[src/hw/rtl/ipacl_pkg.sv]
`timescale 1ns / 1ps

package ipacl_pkg;

    localparam int DEF_ENTRIES  = 16;
    localparam int NUM_DEFAULTS = 6;

    localparam logic [1:0] KIND_CHECK  = 2'd0;
    localparam logic [1:0] KIND_ADD    = 2'd1;
    localparam logic [1:0] KIND_REMOVE = 2'd2;
    localparam logic [1:0] KIND_CLEAR  = 2'd3;

    localparam logic [1:0] ACT_ALLOW = 2'd0;
    localparam logic [1:0] ACT_DENY  = 2'd1;
    localparam logic [1:0] ACT_AUTH  = 2'd2;
    localparam logic [1:0] ACT_BAD   = 2'd3;

    localparam logic [1:0] STAT_OK       = 2'd0;
    localparam logic [1:0] STAT_FULL     = 2'd1;
    localparam logic [1:0] STAT_TOO_LONG = 2'd2;

    localparam logic [7:0] V4_MAX_PREFIX = 8'd32;
    localparam logic [7:0] V6_MAX_PREFIX = 8'd128;

    typedef struct packed {
        logic        is_v6;
        logic [63:0] addr_high;
        logic [63:0] addr_low;
        logic [7:0]  prefix;
        logic [1:0]  action;
    } rule_t;

    localparam int RULE_W = $bits(rule_t);

    typedef enum logic [1:0] {
        ST_INIT,
        ST_IDLE,
        ST_SCAN,
        ST_FINISH
    } ctrl_state_t;

    typedef struct packed {
        logic init_wr;
        logic load;
        logic scan;
        logic finish;
    } ctrl_cmd_t;

    typedef struct packed {
        logic init_done;
        logic scan_done;
        logic out_free;
    } dp_status_t;

    function automatic rule_t default_rule(input logic [2:0] idx);
        rule_t r;
        r = '{is_v6: 1'b0, addr_high: 64'h0, addr_low: 64'h0, prefix: 8'd0,
              action: ACT_ALLOW};
        case (idx)
            3'd0:
            begin
                r.addr_low = 64'h7F00_0000;
                r.prefix   = 8'd8;
            end
            3'd1:
            begin
                r.is_v6    = 1'b1;
                r.addr_low = 64'h1;
                r.prefix   = 8'd128;
            end
            3'd2:
            begin
                r.addr_low = 64'h0A00_0000;
                r.prefix   = 8'd8;
            end
            3'd3:
            begin
                r.addr_low = 64'hAC10_0000;
                r.prefix   = 8'd12;
            end
            3'd4:
            begin
                r.addr_low = 64'hC0A8_0000;
                r.prefix   = 8'd16;
            end
            3'd5:
            begin
                r.is_v6     = 1'b1;
                r.addr_high = 64'hFC00_0000_0000_0000;
                r.prefix    = 8'd7;
            end
            default:
            begin
                r.prefix = 8'd0;
            end
        endcase
        return r;
    endfunction

endpackage

[src/hw/rtl/ip_prefix_acl_first_match.sv]
`timescale 1ns / 1ps
// A check or remove walks the held rules in order; a check stops at the first rule that
// matches, a remove walks them all and compacts the table; add and clear need no walk.
// Throughput: one item at a time, as the walk reads one rule per cycle; the next item is
// accepted once the last result has gone to the output register, which waits on the sink.
// Reset: asynchronous, active low; afterwards the six default rules are loaded, input stalled.
module ip_prefix_acl_first_match #(
    parameter int ENTRIES = ipacl_pkg::DEF_ENTRIES
) (
    input  logic         clk,
    input  logic         rst_n,
    input  logic         s_axis_tvalid,
    output logic         s_axis_tready,
    // is_v6, address_high, address_low, prefix_len, rule_action_in, zero pad
    input  logic [143:0] s_axis_tdata,
    // kind
    input  logic [1:0]   s_axis_tuser,
    output logic         m_axis_tvalid,
    input  logic         m_axis_tready,
    // decision, matched, status, zero pad
    output logic [7:0]   m_axis_tdata
);

    import ipacl_pkg::*;

    ctrl_cmd_t  cmd;
    dp_status_t stat;
    logic [1:0] decision;
    logic       matched;
    logic [1:0] status;

    ipacl_ctrl u_ctrl (
        .clk      (clk),
        .rst_n    (rst_n),
        .in_valid (s_axis_tvalid),
        .in_ready (s_axis_tready),
        .stat     (stat),
        .cmd      (cmd)
    );

    ipacl_dp #(.ENTRIES(ENTRIES)) u_dp (
        .clk          (clk),
        .rst_n        (rst_n),
        .cmd          (cmd),
        .stat         (stat),
        .in_kind      (s_axis_tuser),
        .in_is_v6     (s_axis_tdata[0]),
        .in_addr_high (s_axis_tdata[64:1]),
        .in_addr_low  (s_axis_tdata[128:65]),
        .in_prefix    (s_axis_tdata[136:129]),
        .in_action    (s_axis_tdata[138:137]),
        .out_valid    (m_axis_tvalid),
        .out_ready    (m_axis_tready),
        .out_decision (decision),
        .out_matched  (matched),
        .out_status   (status)
    );

    assign m_axis_tdata = {3'b000, status, matched, decision};

endmodule

[src/hw/rtl/ipacl_ram.sv]
`timescale 1ns / 1ps

module ipacl_ram #(
    parameter int WIDTH = 8,
    parameter int DEPTH = 16
) (
    input  logic                     clk,
    input  logic                     wr_en,
    input  logic [$clog2(DEPTH)-1:0] wr_addr,
    input  logic [WIDTH-1:0]         wr_data,
    input  logic [$clog2(DEPTH)-1:0] rd_addr,
    output logic [WIDTH-1:0]         rd_data
);

    logic [WIDTH-1:0] mem [DEPTH];
    logic [WIDTH-1:0] rd_data_reg;

    always_ff @(posedge clk)
    begin
        if (wr_en)
        begin
            mem[wr_addr] <= wr_data;
        end
        rd_data_reg <= mem[rd_addr];
    end

    assign rd_data = rd_data_reg;

endmodule

[src/hw/rtl/ipacl_ctrl.sv]
`timescale 1ns / 1ps

module ipacl_ctrl (
    input  logic                  clk,
    input  logic                  rst_n,
    input  logic                  in_valid,
    output logic                  in_ready,
    input  ipacl_pkg::dp_status_t stat,
    output ipacl_pkg::ctrl_cmd_t  cmd
);

    import ipacl_pkg::*;

    ctrl_state_t state_reg;
    ctrl_state_t state_next;

    always_ff @(posedge clk or negedge rst_n)
    begin
        if (!rst_n)
        begin
            state_reg <= ST_INIT;
        end
        else
        begin
            state_reg <= state_next;
        end
    end

    always_comb
    begin
        state_next = state_reg;
        cmd        = '0;
        in_ready   = 1'b0;
        case (state_reg)
            ST_INIT:
            begin
                cmd.init_wr = 1'b1;
                if (stat.init_done)
                begin
                    state_next = ST_IDLE;
                end
            end
            ST_IDLE:
            begin
                in_ready = 1'b1;
                if (in_valid)
                begin
                    cmd.load   = 1'b1;
                    state_next = ST_SCAN;
                end
            end
            ST_SCAN:
            begin
                cmd.scan = 1'b1;
                if (stat.scan_done)
                begin
                    state_next = ST_FINISH;
                end
            end
            ST_FINISH:
            begin
                if (stat.out_free)
                begin
                    cmd.finish = 1'b1;
                    state_next = ST_IDLE;
                end
            end
            default:
            begin
                state_next = ST_INIT;
            end
        endcase
    end

endmodule

[src/hw/rtl/ipacl_dp.sv]
`timescale 1ns / 1ps

module ipacl_dp #(
    parameter int ENTRIES = ipacl_pkg::DEF_ENTRIES
) (
    input  logic                  clk,
    input  logic                  rst_n,
    input  ipacl_pkg::ctrl_cmd_t  cmd,
    output ipacl_pkg::dp_status_t stat,
    input  logic [1:0]            in_kind,
    input  logic                  in_is_v6,
    input  logic [63:0]           in_addr_high,
    input  logic [63:0]           in_addr_low,
    input  logic [7:0]            in_prefix,
    input  logic [1:0]            in_action,
    output logic                  out_valid,
    input  logic                  out_ready,
    output logic [1:0]            out_decision,
    output logic                  out_matched,
    output logic [1:0]            out_status
);

    import ipacl_pkg::*;

    localparam int IW = $clog2(ENTRIES);
    localparam int CW = $clog2(ENTRIES + 1);

    logic [1:0]  kind_reg;
    rule_t       item_reg;
    logic [CW-1:0] count_reg, count_next;
    logic [CW-1:0] rd_idx_reg, rd_idx_next;
    logic [CW-1:0] wr_idx_reg, wr_idx_next;
    logic        pend_reg, pend_next;
    logic [2:0]  init_idx_reg;
    logic [1:0]  res_decision_reg, res_decision_next;
    logic        res_matched_reg, res_matched_next;
    logic [1:0]  res_status_reg, res_status_next;
    logic        out_valid_reg;
    logic [1:0]  out_decision_reg;
    logic        out_matched_reg;
    logic [1:0]  out_status_reg;

    logic          ram_wr_en;
    logic [IW-1:0] ram_wr_addr;
    rule_t         ram_wr_data;
    logic [IW-1:0] ram_rd_addr;
    logic [RULE_W-1:0] ram_rd_raw;
    rule_t         ent;

    logic [127:0] mask128;
    logic [31:0]  mask32;
    logic         hit;
    logic         same_rule;
    logic         walking;
    logic         more;
    rule_t        norm_item;

    ipacl_ram #(.WIDTH(RULE_W), .DEPTH(ENTRIES)) u_ram (
        .clk     (clk),
        .wr_en   (ram_wr_en),
        .wr_addr (ram_wr_addr),
        .wr_data (ram_wr_data),
        .rd_addr (ram_rd_addr),
        .rd_data (ram_rd_raw)
    );

    assign ent = rule_t'(ram_rd_raw);

    always_comb
    begin
        norm_item.is_v6     = in_is_v6;
        norm_item.addr_high = in_is_v6 ? in_addr_high : 64'h0;
        norm_item.addr_low  = in_is_v6 ? in_addr_low : {32'h0, in_addr_low[31:0]};
        norm_item.prefix    = in_prefix;
        norm_item.action    = (in_action == ACT_BAD) ? ACT_DENY : in_action;
    end

    always_comb
    begin
        mask128 = ~128'h0 << (9'd128 - {1'b0, ent.prefix});
        mask32  = ~32'h0 << (9'd32 - {1'b0, ent.prefix});
        if (ent.prefix == 8'd0)
        begin
            mask128 = '0;
            mask32  = '0;
        end
        if (ent.is_v6 != item_reg.is_v6)
        begin
            hit = 1'b0;
        end
        else if (item_reg.is_v6)
        begin
            hit = (({item_reg.addr_high, item_reg.addr_low} ^
                    {ent.addr_high, ent.addr_low}) & mask128) == 128'h0;
        end
        else
        begin
            hit = ((item_reg.addr_low[31:0] ^ ent.addr_low[31:0]) & mask32) == 32'h0;
        end
        same_rule = (ent.is_v6 == item_reg.is_v6) && (ent.addr_high == item_reg.addr_high) &&
                    (ent.addr_low == item_reg.addr_low) && (ent.prefix == item_reg.prefix);
    end

    assign walking = (kind_reg == KIND_CHECK) || (kind_reg == KIND_REMOVE);
    assign more    = rd_idx_reg < count_reg;

    always_comb
    begin
        count_next        = count_reg;
        rd_idx_next       = rd_idx_reg;
        wr_idx_next       = wr_idx_reg;
        pend_next         = 1'b0;
        res_decision_next = res_decision_reg;
        res_matched_next  = res_matched_reg;
        res_status_next   = res_status_reg;
        ram_wr_en         = 1'b0;
        ram_wr_addr       = wr_idx_reg[IW-1:0];
        ram_wr_data       = item_reg;
        ram_rd_addr       = rd_idx_reg[IW-1:0];
        stat.scan_done    = 1'b0;
        stat.init_done    = (init_idx_reg == 3'(NUM_DEFAULTS - 1));
        stat.out_free     = !out_valid_reg || out_ready;

        if (cmd.init_wr)
        begin
            ram_wr_en   = 1'b1;
            ram_wr_addr = IW'(init_idx_reg);
            ram_wr_data = default_rule(init_idx_reg);
            count_next  = CW'(NUM_DEFAULTS);
        end

        if (cmd.load)
        begin
            rd_idx_next       = '0;
            wr_idx_next       = '0;
            res_decision_next = ACT_ALLOW;
            res_matched_next  = 1'b0;
            res_status_next   = STAT_OK;
        end

        if (cmd.scan)
        begin
            case (kind_reg)
                KIND_ADD:
                begin
                    stat.scan_done = 1'b1;
                    if (item_reg.prefix >
                        (item_reg.is_v6 ? V6_MAX_PREFIX : V4_MAX_PREFIX))
                    begin
                        res_status_next = STAT_TOO_LONG;
                    end
                    else if (count_reg == CW'(ENTRIES))
                    begin
                        res_status_next = STAT_FULL;
                    end
                    else
                    begin
                        ram_wr_en   = 1'b1;
                        ram_wr_addr = count_reg[IW-1:0];
                        count_next  = count_reg + 1'b1;
                    end
                end
                KIND_CLEAR:
                begin
                    stat.scan_done = 1'b1;
                    count_next     = '0;
                end
                default:
                begin
                    if (more)
                    begin
                        pend_next   = 1'b1;
                        rd_idx_next = rd_idx_reg + 1'b1;
                    end
                    if (pend_reg && kind_reg == KIND_CHECK && hit)
                    begin
                        res_decision_next = ent.action;
                        res_matched_next  = 1'b1;
                        stat.scan_done    = 1'b1;
                    end
                    if (pend_reg && kind_reg == KIND_REMOVE && !same_rule)
                    begin
                        ram_wr_en   = 1'b1;
                        ram_wr_addr = wr_idx_reg[IW-1:0];
                        ram_wr_data = ent;
                        wr_idx_next = wr_idx_reg + 1'b1;
                    end
                    if (!pend_reg && !more)
                    begin
                        stat.scan_done = 1'b1;
                        if (kind_reg == KIND_REMOVE)
                        begin
                            count_next = wr_idx_reg;
                        end
                    end
                end
            endcase
        end
    end

    always_ff @(posedge clk or negedge rst_n)
    begin
        if (!rst_n)
        begin
            count_reg        <= '0;
            rd_idx_reg       <= '0;
            wr_idx_reg       <= '0;
            pend_reg         <= 1'b0;
            init_idx_reg     <= '0;
            res_decision_reg <= ACT_ALLOW;
            res_matched_reg  <= 1'b0;
            res_status_reg   <= STAT_OK;
            out_valid_reg    <= 1'b0;
            kind_reg         <= KIND_CHECK;
        end
        else
        begin
            count_reg        <= count_next;
            rd_idx_reg       <= rd_idx_next;
            wr_idx_reg       <= wr_idx_next;
            pend_reg         <= cmd.scan && pend_next && !stat.scan_done;
            res_decision_reg <= res_decision_next;
            res_matched_reg  <= res_matched_next;
            res_status_reg   <= res_status_next;
            if (cmd.init_wr && !stat.init_done)
            begin
                init_idx_reg <= init_idx_reg + 3'd1;
            end
            if (cmd.load)
            begin
                kind_reg <= in_kind;
            end
            if (cmd.finish)
            begin
                out_valid_reg <= 1'b1;
            end
            else if (out_ready)
            begin
                out_valid_reg <= 1'b0;
            end
        end
    end

    always_ff @(posedge clk)
    begin
        if (cmd.load)
        begin
            item_reg <= norm_item;
        end
        if (cmd.finish)
        begin
            out_decision_reg <= res_decision_reg;
            out_matched_reg  <= res_matched_reg;
            out_status_reg   <= res_status_reg;
        end
    end

    assign out_valid    = out_valid_reg;
    assign out_decision = out_decision_reg;
    assign out_matched  = out_matched_reg;
    assign out_status   = out_status_reg;

    a_count_bound: assert property (@(posedge clk) disable iff (!rst_n)
        count_reg <= CW'(ENTRIES))
        else $error("rule count exceeds table size");

    a_compact_behind: assert property (@(posedge clk) disable iff (!rst_n)
        cmd.scan && kind_reg == KIND_REMOVE |-> wr_idx_reg <= rd_idx_reg)
        else $error("compaction write overtook the read pointer");

    a_out_from_finish: assert property (@(posedge clk) disable iff (!rst_n)
        $rose(out_valid_reg) |-> $past(cmd.finish))
        else $error("result shown without a finished item");

endmodule

[config.mk]
export PLATFORM = sky130hd
export DESIGN_NAME = ip_prefix_acl_first_match
export DESIGN_NICKNAME = d
export VERILOG_FILES = /design/src/hw/rtl/ipacl_pkg.sv /design/src/hw/rtl/ip_prefix_acl_first_match.sv /design/src/hw/rtl/ipacl_ram.sv /design/src/hw/rtl/ipacl_ctrl.sv /design/src/hw/rtl/ipacl_dp.sv
export SDC_FILE = /design/constraint.sdc
export NUM_CORES = 2
export LEC_CHECK = 0
export BUFFER_PORTS_ARGS = -buffer_cell sky130_fd_sc_hd__buf_2
export CAP_MARGIN = 5
export CORE_AREA = 8 8 410 412
export DETAILED_ROUTE_END_ITERATION = 16
export DIE_AREA = 0 0 418 420
export GPL_TIMING_DRIVEN = 0
export HOLD_SLACK_MARGIN = 0.03
export MAX_ROUTING_LAYER = met4
export PLACE_DENSITY = 0.81
export SYNTH_ARGS = -nofsm -noshare
export SYNTH_HDL_FRONTEND = slang
export SYNTH_SLANG_ARGS = --single-unit
[constraint.sdc]
create_clock -name clk -period 19.5 [get_ports clk]
set_clock_uncertainty 0.05 [all_clocks]
set_input_delay 0 -clock clk [delete_from_list [all_inputs] [get_ports clk]]
set_output_delay 0 -clock clk [all_outputs]
set_load 0.05 [all_outputs]
Word-level counts from Yosys, hierarchy flattened
Memories as Yosys holds them, arrays and structs flattened. A register that Yosys moved wholly into a read port is not among the register bits.
Index checks and enable logic that the tools add are counted.
{"block": "word_totals", "reg_bits": 173, "latch_bits": 0, "mem_bits_rw": 2224, "romBits": 0, "inputBits": 150, "out_inout_bits": 10, "word_cells": 162, "mem_count": 1}
{"name": "u_dp.u_ram.mem", "depth": 16, "word_bits": 139, "read_ports": 1, "rd_clocked_by_memory_dff": 1, "wr": 1, "line_no": "ipacl_ram.sv:15", "source": "logic [WIDTH-1:0] mem [DEPTH];"}
{"block": "op_classes", "n_addsub": 6, "multipliers": 0, "div_mod_pow": 0, "magnitude_cmp": 2, "n_eq_ne": 22, "n_shift": 2, "n_mux": 76, "bitwise": 4, "reduce_logical": 29}
{"operator": "$mux 139", "n": 4}
{"operator": "$pmux 32 s5", "n": 1}
{"operator": "$and 128x128->128", "n": 1}
{"operator": "$eq 64x64->1", "n": 2}
{"operator": "$logic_not 128->1", "n": 1}
{"operator": "$mux 128", "n": 1}
{"operator": "$shl 128x9->128 const A", "n": 1}
{"operator": "$xor 128x128->128", "n": 1}
{"operator": "$mux 5", "n": 14}
{"operator": "$mux 64", "n": 1}
{"operator": "$pmux 8 s5", "n": 1}
{"operator": "$and 32x32->32", "n": 1}
{"operator": "$logic_not 32->1", "n": 1}
{"operator": "$mux 32", "n": 1}
{"operator": "$shl 32x9->32 const A", "n": 1}
{"operator": "$xor 32x32->32", "n": 1}
{"operator": "$mux 1", "n": 30}
{"operator": "$mux 2", "n": 13}
{"operator": "$mux 4", "n": 5}
{"operator": "$add 5x1->5 const B", "n": 3}
{"operator": "$logic_and 1x1->1", "n": 11}
{"operator": "$eq 2x2->1 const B", "n": 5}
{"operator": "$pmux 5 s2", "n": 1}
{"operator": "$sub 6x8->9 const A", "n": 1}
{"operator": "26 further kinds", "n": 39}

Logic depth before layout (Yosys ltp)
{"block": "depth", "depth_word": 14, "mapped_depth": 17, "mapped_depth_nobuf": 13}

Hierarchy
From an unflattened synthesis, not the netlist that was laid out.
{"block": "hier_totals", "hier_cells": 5249, "hier_area_um2": 99724.4}
{"mod": "ipacl_ram", "instances": 1, "cells_per_inst": 3641, "area_each_um2": 86322.8, "seq_area_each_um2": 69566.7}
{"mod": "ipacl_dp", "instances": 1, "cells_per_inst": 1586, "area_each_um2": 13178.9, "seq_area_each_um2": 4999.8}
{"mod": "ipacl_ctrl", "instances": 1, "cells_per_inst": 17, "area_each_um2": 188.9, "seq_area_each_um2": 50.0}
{"mod": "ip_prefix_acl_first_match", "instances": 1, "cells_per_inst": 5, "area_each_um2": 33.8, "seq_area_each_um2": 0.0}

Least setup slack after synthesis
OpenSTA, ideal clock, no wires.
{"block": "synth_timing", "path_kind": "reg-to-reg", "from": "register u_dp.item_reg[127] (netlist name)", "to": "memory u_dp.u_ram.mem[7][0] (netlist name), enable pin", "arrival_time_ns": 15.625, "setup_slack_ns": 2.848, "stages_incl_launch_ff": 12, "period_less_slack_ns": 16.652, "path_cell_list": "edfxtp_1 -> xnor2_1 -> nand4_1 -> or4_1 -> nor3_1 -> nand2_1 -> o311a_1 -> nand2_1 -> o21ai_0 -> a32oi_1 -> nand2b_1 -> nor4_1"}
{"block": "synth_via", "elab_chain_cells": 11}
{"item": "start: declaration", "line_no": "ipacl_dp.sv:29", "source": "rule_t item_reg;"}
{"item": "start signal: assignment", "line_no": "ipacl_dp.sv:248", "source": "item_reg <= norm_item;"}
{"item": "$eq 64x64->1 *", "line_no": "ipacl_dp.sv:100", "source": "same_rule = (ent.is_v6 == item_reg.is_v6) && (ent.addr_high == item_reg.addr_high) &&"}
{"item": "$logic_and 1x1->1 * (2 in series)", "line_no": "ipacl_dp.sv:100"}
{"item": "$logic_and 1x1->1 *", "line_no": "ipacl_dp.sv:101", "source": "(ent.addr_low == item_reg.addr_low) && (ent.prefix == item_reg.prefix);"}
{"item": "$logic_not 1->1 *", "line_no": "ipacl_dp.sv:181", "source": "if (pend_reg && kind_reg == KIND_REMOVE && !same_rule)"}
{"item": "$logic_and 1x1->1 *", "line_no": "ipacl_dp.sv:181"}
{"item": "$mux 1", "line_no": "ipacl_dp.sv:181"}
{"item": "$pmux 1 s2", "line_no": "ipacl_dp.sv:143", "source": "case (kind_reg)"}
{"item": "$mux 1", "line_no": "ipacl_dp.sv:141", "source": "if (cmd.scan)"}
{"item": "$mux 1", "line_no": "ipacl_ram.sv:20", "source": "if (wr_en)"}
{"item": "$mux 1 (not written as such)", "line_no": "ipacl_ram.sv:22", "source": "mem[wr_addr] <= wr_data;"}
{"item": "end: declaration", "line_no": "ipacl_ram.sv:15"}
Mark *: on every way between the ends. The rest lies on a longest branch, timed or not.

Worst setup path in the final report
{"block": "layout_timing", "from": "register u_dp.item_reg[127] (netlist name)", "to": "memory u_dp.u_ram.mem[7][102] (netlist name), enable pin"}
The elaborated chain is that of the path after synthesis.

==> results_dict.tcl <==
set metrics [dict create \
    status "complete, but fails checks" \
    violations "max-capacitance violations, max-slew violations" \
    critPathRequiredTime_ns 20.03 \
    cp_cell_sequence "xnor2_1 -> nand4_1 -> or4_1 -> nor3_1 -> nand2_1 -> o311a_1 -> nand2_1 -> o21ai_0 -> a32oi_1 -> nand2b_1 -> nor4_2 -> buf_4 -> buf_6 -> buf_4 -> buf_6 -> buf_4 -> buf_4 -> buf_4 -> buf_4" \
    drv_cap 2 \
    cpMostUsedCell "buf_4" \
    drtPass1Iterations 8 \
    critPathKind "register to register" \
    nFillCells 8643 \
    setup_tns_ns 0 \
    synth_seq_cells 2536 \
    nNetsFinal 5857 \
    track_usage_pct 36.5 \
    grt_pass1_vias 59300 \
    start_util_pct 61.4 \
    synth-main-ff-cell "edfxtp_1" \
    clk_latency_ns 0.92 \
    worstMarginPinSlew_ns 1.59 \
    die-area_sq_um 176000 \
    hold_violations 0 \
    ys_warn_count 0 \
    drtIter0Drc 10600 \
    io_pins 160 \
    cts_hold_buf 311 \
    num_rows 148 \
    viasPerCell 7.24 \
    cpPeakStageDelay_ns 0.91 \
    finalPower_mw 16.6 \
    synth_cell_types 98 \
    rsz0062_at_grt "false" \
    instances_no_fill 8082 \
    placed_cell_area_sq_um 106000 \
    stdcell_area_sq_um 117000 \
    crit_path_max_fanout 9 \
    netlist_instances 4838 \
    grt_overflow 0 \
    route.detailed.drc 0 \
    path_clk_slew_ns 0.06 \
    root_buffer "clkbuf_16" \
    drt-total-wl_mm 315 \
    avgSynthCellArea_sq_um 20.5 \
    dpl.hpwl_mm 184 \
    crit_buf_inv 8 \
    max-slew-margin-rel_pct -5.90 \
    dr_total_vias 58500 \
    io_buffers 151 \
    clk_path_buf_depth 3 \
    grt_pass1_wl_mm 438 \
    end_kind "register" \
    crit_arrival_ns 8.13 \
    critical_path.top_delay_family "simple AND/OR/NAND/NOR gates" \
    vdd_drop_max_mv 0.122 \
    synth-edff-count 2368 \
    async_flop_share_pct 1.14 \
    grt_max_degree 97 \
    cts_sinks 2536 \
    area_delta_synth_final_pct 17.5 \
    largest_reg_flops 2224 \
    dpl.cell_count 7309 \
    cts_tree "yes" \
    finalCriticalPeriod_ns 7.60 \
    htree_num_levels 4 \
    drtAntennaViolNets 0 \
    fmax_mhz 131 \
    cts_made_buffers 231 \
    wl_per_cell_microns 39.0 \
    fin_hold_ws_ns 0.0810 \
    yosysSeqAreaShare_pct 75.1 \
    gp_congestion 1.02 \
    cp_slowest_cell "xnor2_1" \
    die_x_microns 418 \
    start_kind "register" \
    coreArea_sq_um 162000 \
    leakagePower_nw 37.3 \
    p_per_area_nw_per_um2 142 \
    cts_resized 0 \
    min_path_type "input port to async pin" \
    cts_setup_buffers 0 \
    drive_above_1_share_pct 24.4 \
    setup_violations 0 \
    die_h_microns 420 \
    antenna_found_initial 15 \
    maxSlewViolCount 25 \
    synth_area_sq_um 99300 \
    timing.final.crit_share_pct 39.0 \
]
[final timing paths]
kind	startpoint	slack, ns	cells after the start	end
max reg2reg	u_dp.item_reg[127]	11.90	19	u_dp.u_ram.mem[7][102]
max in group asynchronous	rst_n	19.09	4	u_dp.out_valid
min reg2reg	u_dp.res_decision_reg[1]	0.40	0	u_dp.out_decision[1]
min in group clk	s_axis_tdata[122]	0.10	3	u_dp.item_reg[67]
min	rst_n	0.08	4	u_dp.res_matched_reg
max	u_dp.item_reg[127]	11.90	19	u_dp.u_ram.mem[7][102]
[where the power goes]
group	switching, mW	internal, mW
combinational	3.03	1.50
sequential	0.329	7.00
clock	2.11	2.59
[cell usage after synthesis, types with 5 or more instances]
library cell  instances  area (sq um)
buf_4                 7          52.6
a211oi_1             12          90.1
o21ai_0              93           465
o31ai_1               9          67.6
buf_1                56           210
o211ai_1             12          90.1
dfxtp_1             139          2780
o221ai_1              7          61.3
nand2_1             311          1170
a21oi_1              56           280
xor2_1               82           718
nor4_1               22           138
mux4_2              695         15700
buf_2                15          75.1
and2_1              102           638
clkbuf_1            176           661
dfrtp_1              29           726
inv_1                31           116
or2_2                 9          56.3
ha_1                 21           263
nor3_1               23           115
nand4_1              20           125
a22oi_1               8          60.1
mux2i_1              10           100
edfxtp_1           2368         71100
a32oi_1               5          43.8
and3_1               10          62.6
nor2_1               86           323
nand3_1             150           751
or3_1                 7          43.8
nand2b_1             21           131
a31oi_1              16           100
o22ai_1              16           100
xnor2_1              67           587
nor2b_1              13          81.3
or4_1                 8          60.1
mux2_2                9           101
[cells by family (layout without fill, tap and decap cells)]
logic type               count (synthesis)  in the layout  share of synthesized area, %
flip-flops                            2536           2536                          75.1
AND/OR/NAND/NOR                        814            814                          4.02
multiplexers                           715            715                          16.0
AO/OA/AOI/OAI                          313            313                          2.11
buffers and inverters                  289           1340                          1.15
XOR/XNOR                               149            149                          1.31
adder cells (fa/ha/maj)                 21             21                         0.265
other                                    1             19                       0.00378
[worst register-to-register path: cells and delay by family, from the launching register on]
kind | cells | cell delay [ns]
flip-flops | 1 | 0.43
XOR/XNOR | 1 | 0.91
AO/OA/AOI/OAI | 3 | 1.27
AND/OR/NAND/NOR | 7 | 3.00
buffers and inverters | 8 | 1.66
[cells in the final DEF, fill, tap and decap left out, types with 12 or more instances in the layout]
| cell type | instances |
|---|---|
| clkinv_2 | 38 |
| xnor2_1 | 66 |
| nand4_1 | 20 |
| dfxtp_1 | 139 |
| buf_1 | 56 |
| clkbuf_8 | 21 |
| nor4_1 | 21 |
| nor3_1 | 23 |
| a211oi_1 | 12 |
| ha_1 | 21 |
| buf_4 | 39 |
| nand2b_1 | 21 |
| bufinv_16 | 23 |
| o21ai_1 | 22 |
| a31oi_1 | 14 |
| o21ai_0 | 75 |
| o22ai_1 | 16 |
| clkbuf_16 | 231 |
| diode_2 | 16 |
| buf_12 | 78 |
| dlygate4sd3_1 | 310 |
| xor2_1 | 82 |
| edfxtp_1 | 2368 |
| a21oi_1 | 56 |
| nand3_1 | 150 |
| clkinv_1 | 34 |
| and2_1 | 102 |
| dfrtp_1 | 29 |
| nor2_4 | 12 |
| clkbuf_1 | 234 |
| buf_16 | 32 |
| buf_2 | 169 |
| mux4_2 | 695 |
| nor2_1 | 74 |
| inv_1 | 30 |
| o211ai_1 | 12 |
| nand2_1 | 311 |
[metal layers]
layer / GRT usage [%] / wire [microns] / part of all wire [%]
met5: - / 0 / 0
met4: 21.9 / 24100 / 7.7
met3: 8.85 / 39300 / 12
met2: 57.0 / 151000 / 48
met1: 43.6 / 101000 / 32
[through the flow]
stage	worst slack, ns	util (%)
2_1_floorplan	2.85	-
3_3_place_gp	-16.04	63.6
3_5_place_dp	12.38	65.3
4_1_cts	12.26	72.1
5_1_grt	11.89	72.2
6_report	11.90	72.2
[area by class of cell]
type / count / area, sq um / area share, %
flip-flops and latches: 2536 / 74600 / 64.0
multi-input cells: 2015 / 23700 / 20.3
repair buffers: 613 / 6650 / 5.70
clock buffers: 315 / 6310 / 5.41
well taps: 2175 / 2720 / 2.33
clock inverters: 123 / 1470 / 1.26
plain buffers: 256 / 1030 / 0.881
inverters: 33 / 131 / 0.113
diodes: 16 / 40.0 / 0.0343
(Power assumes the default switching activity.)
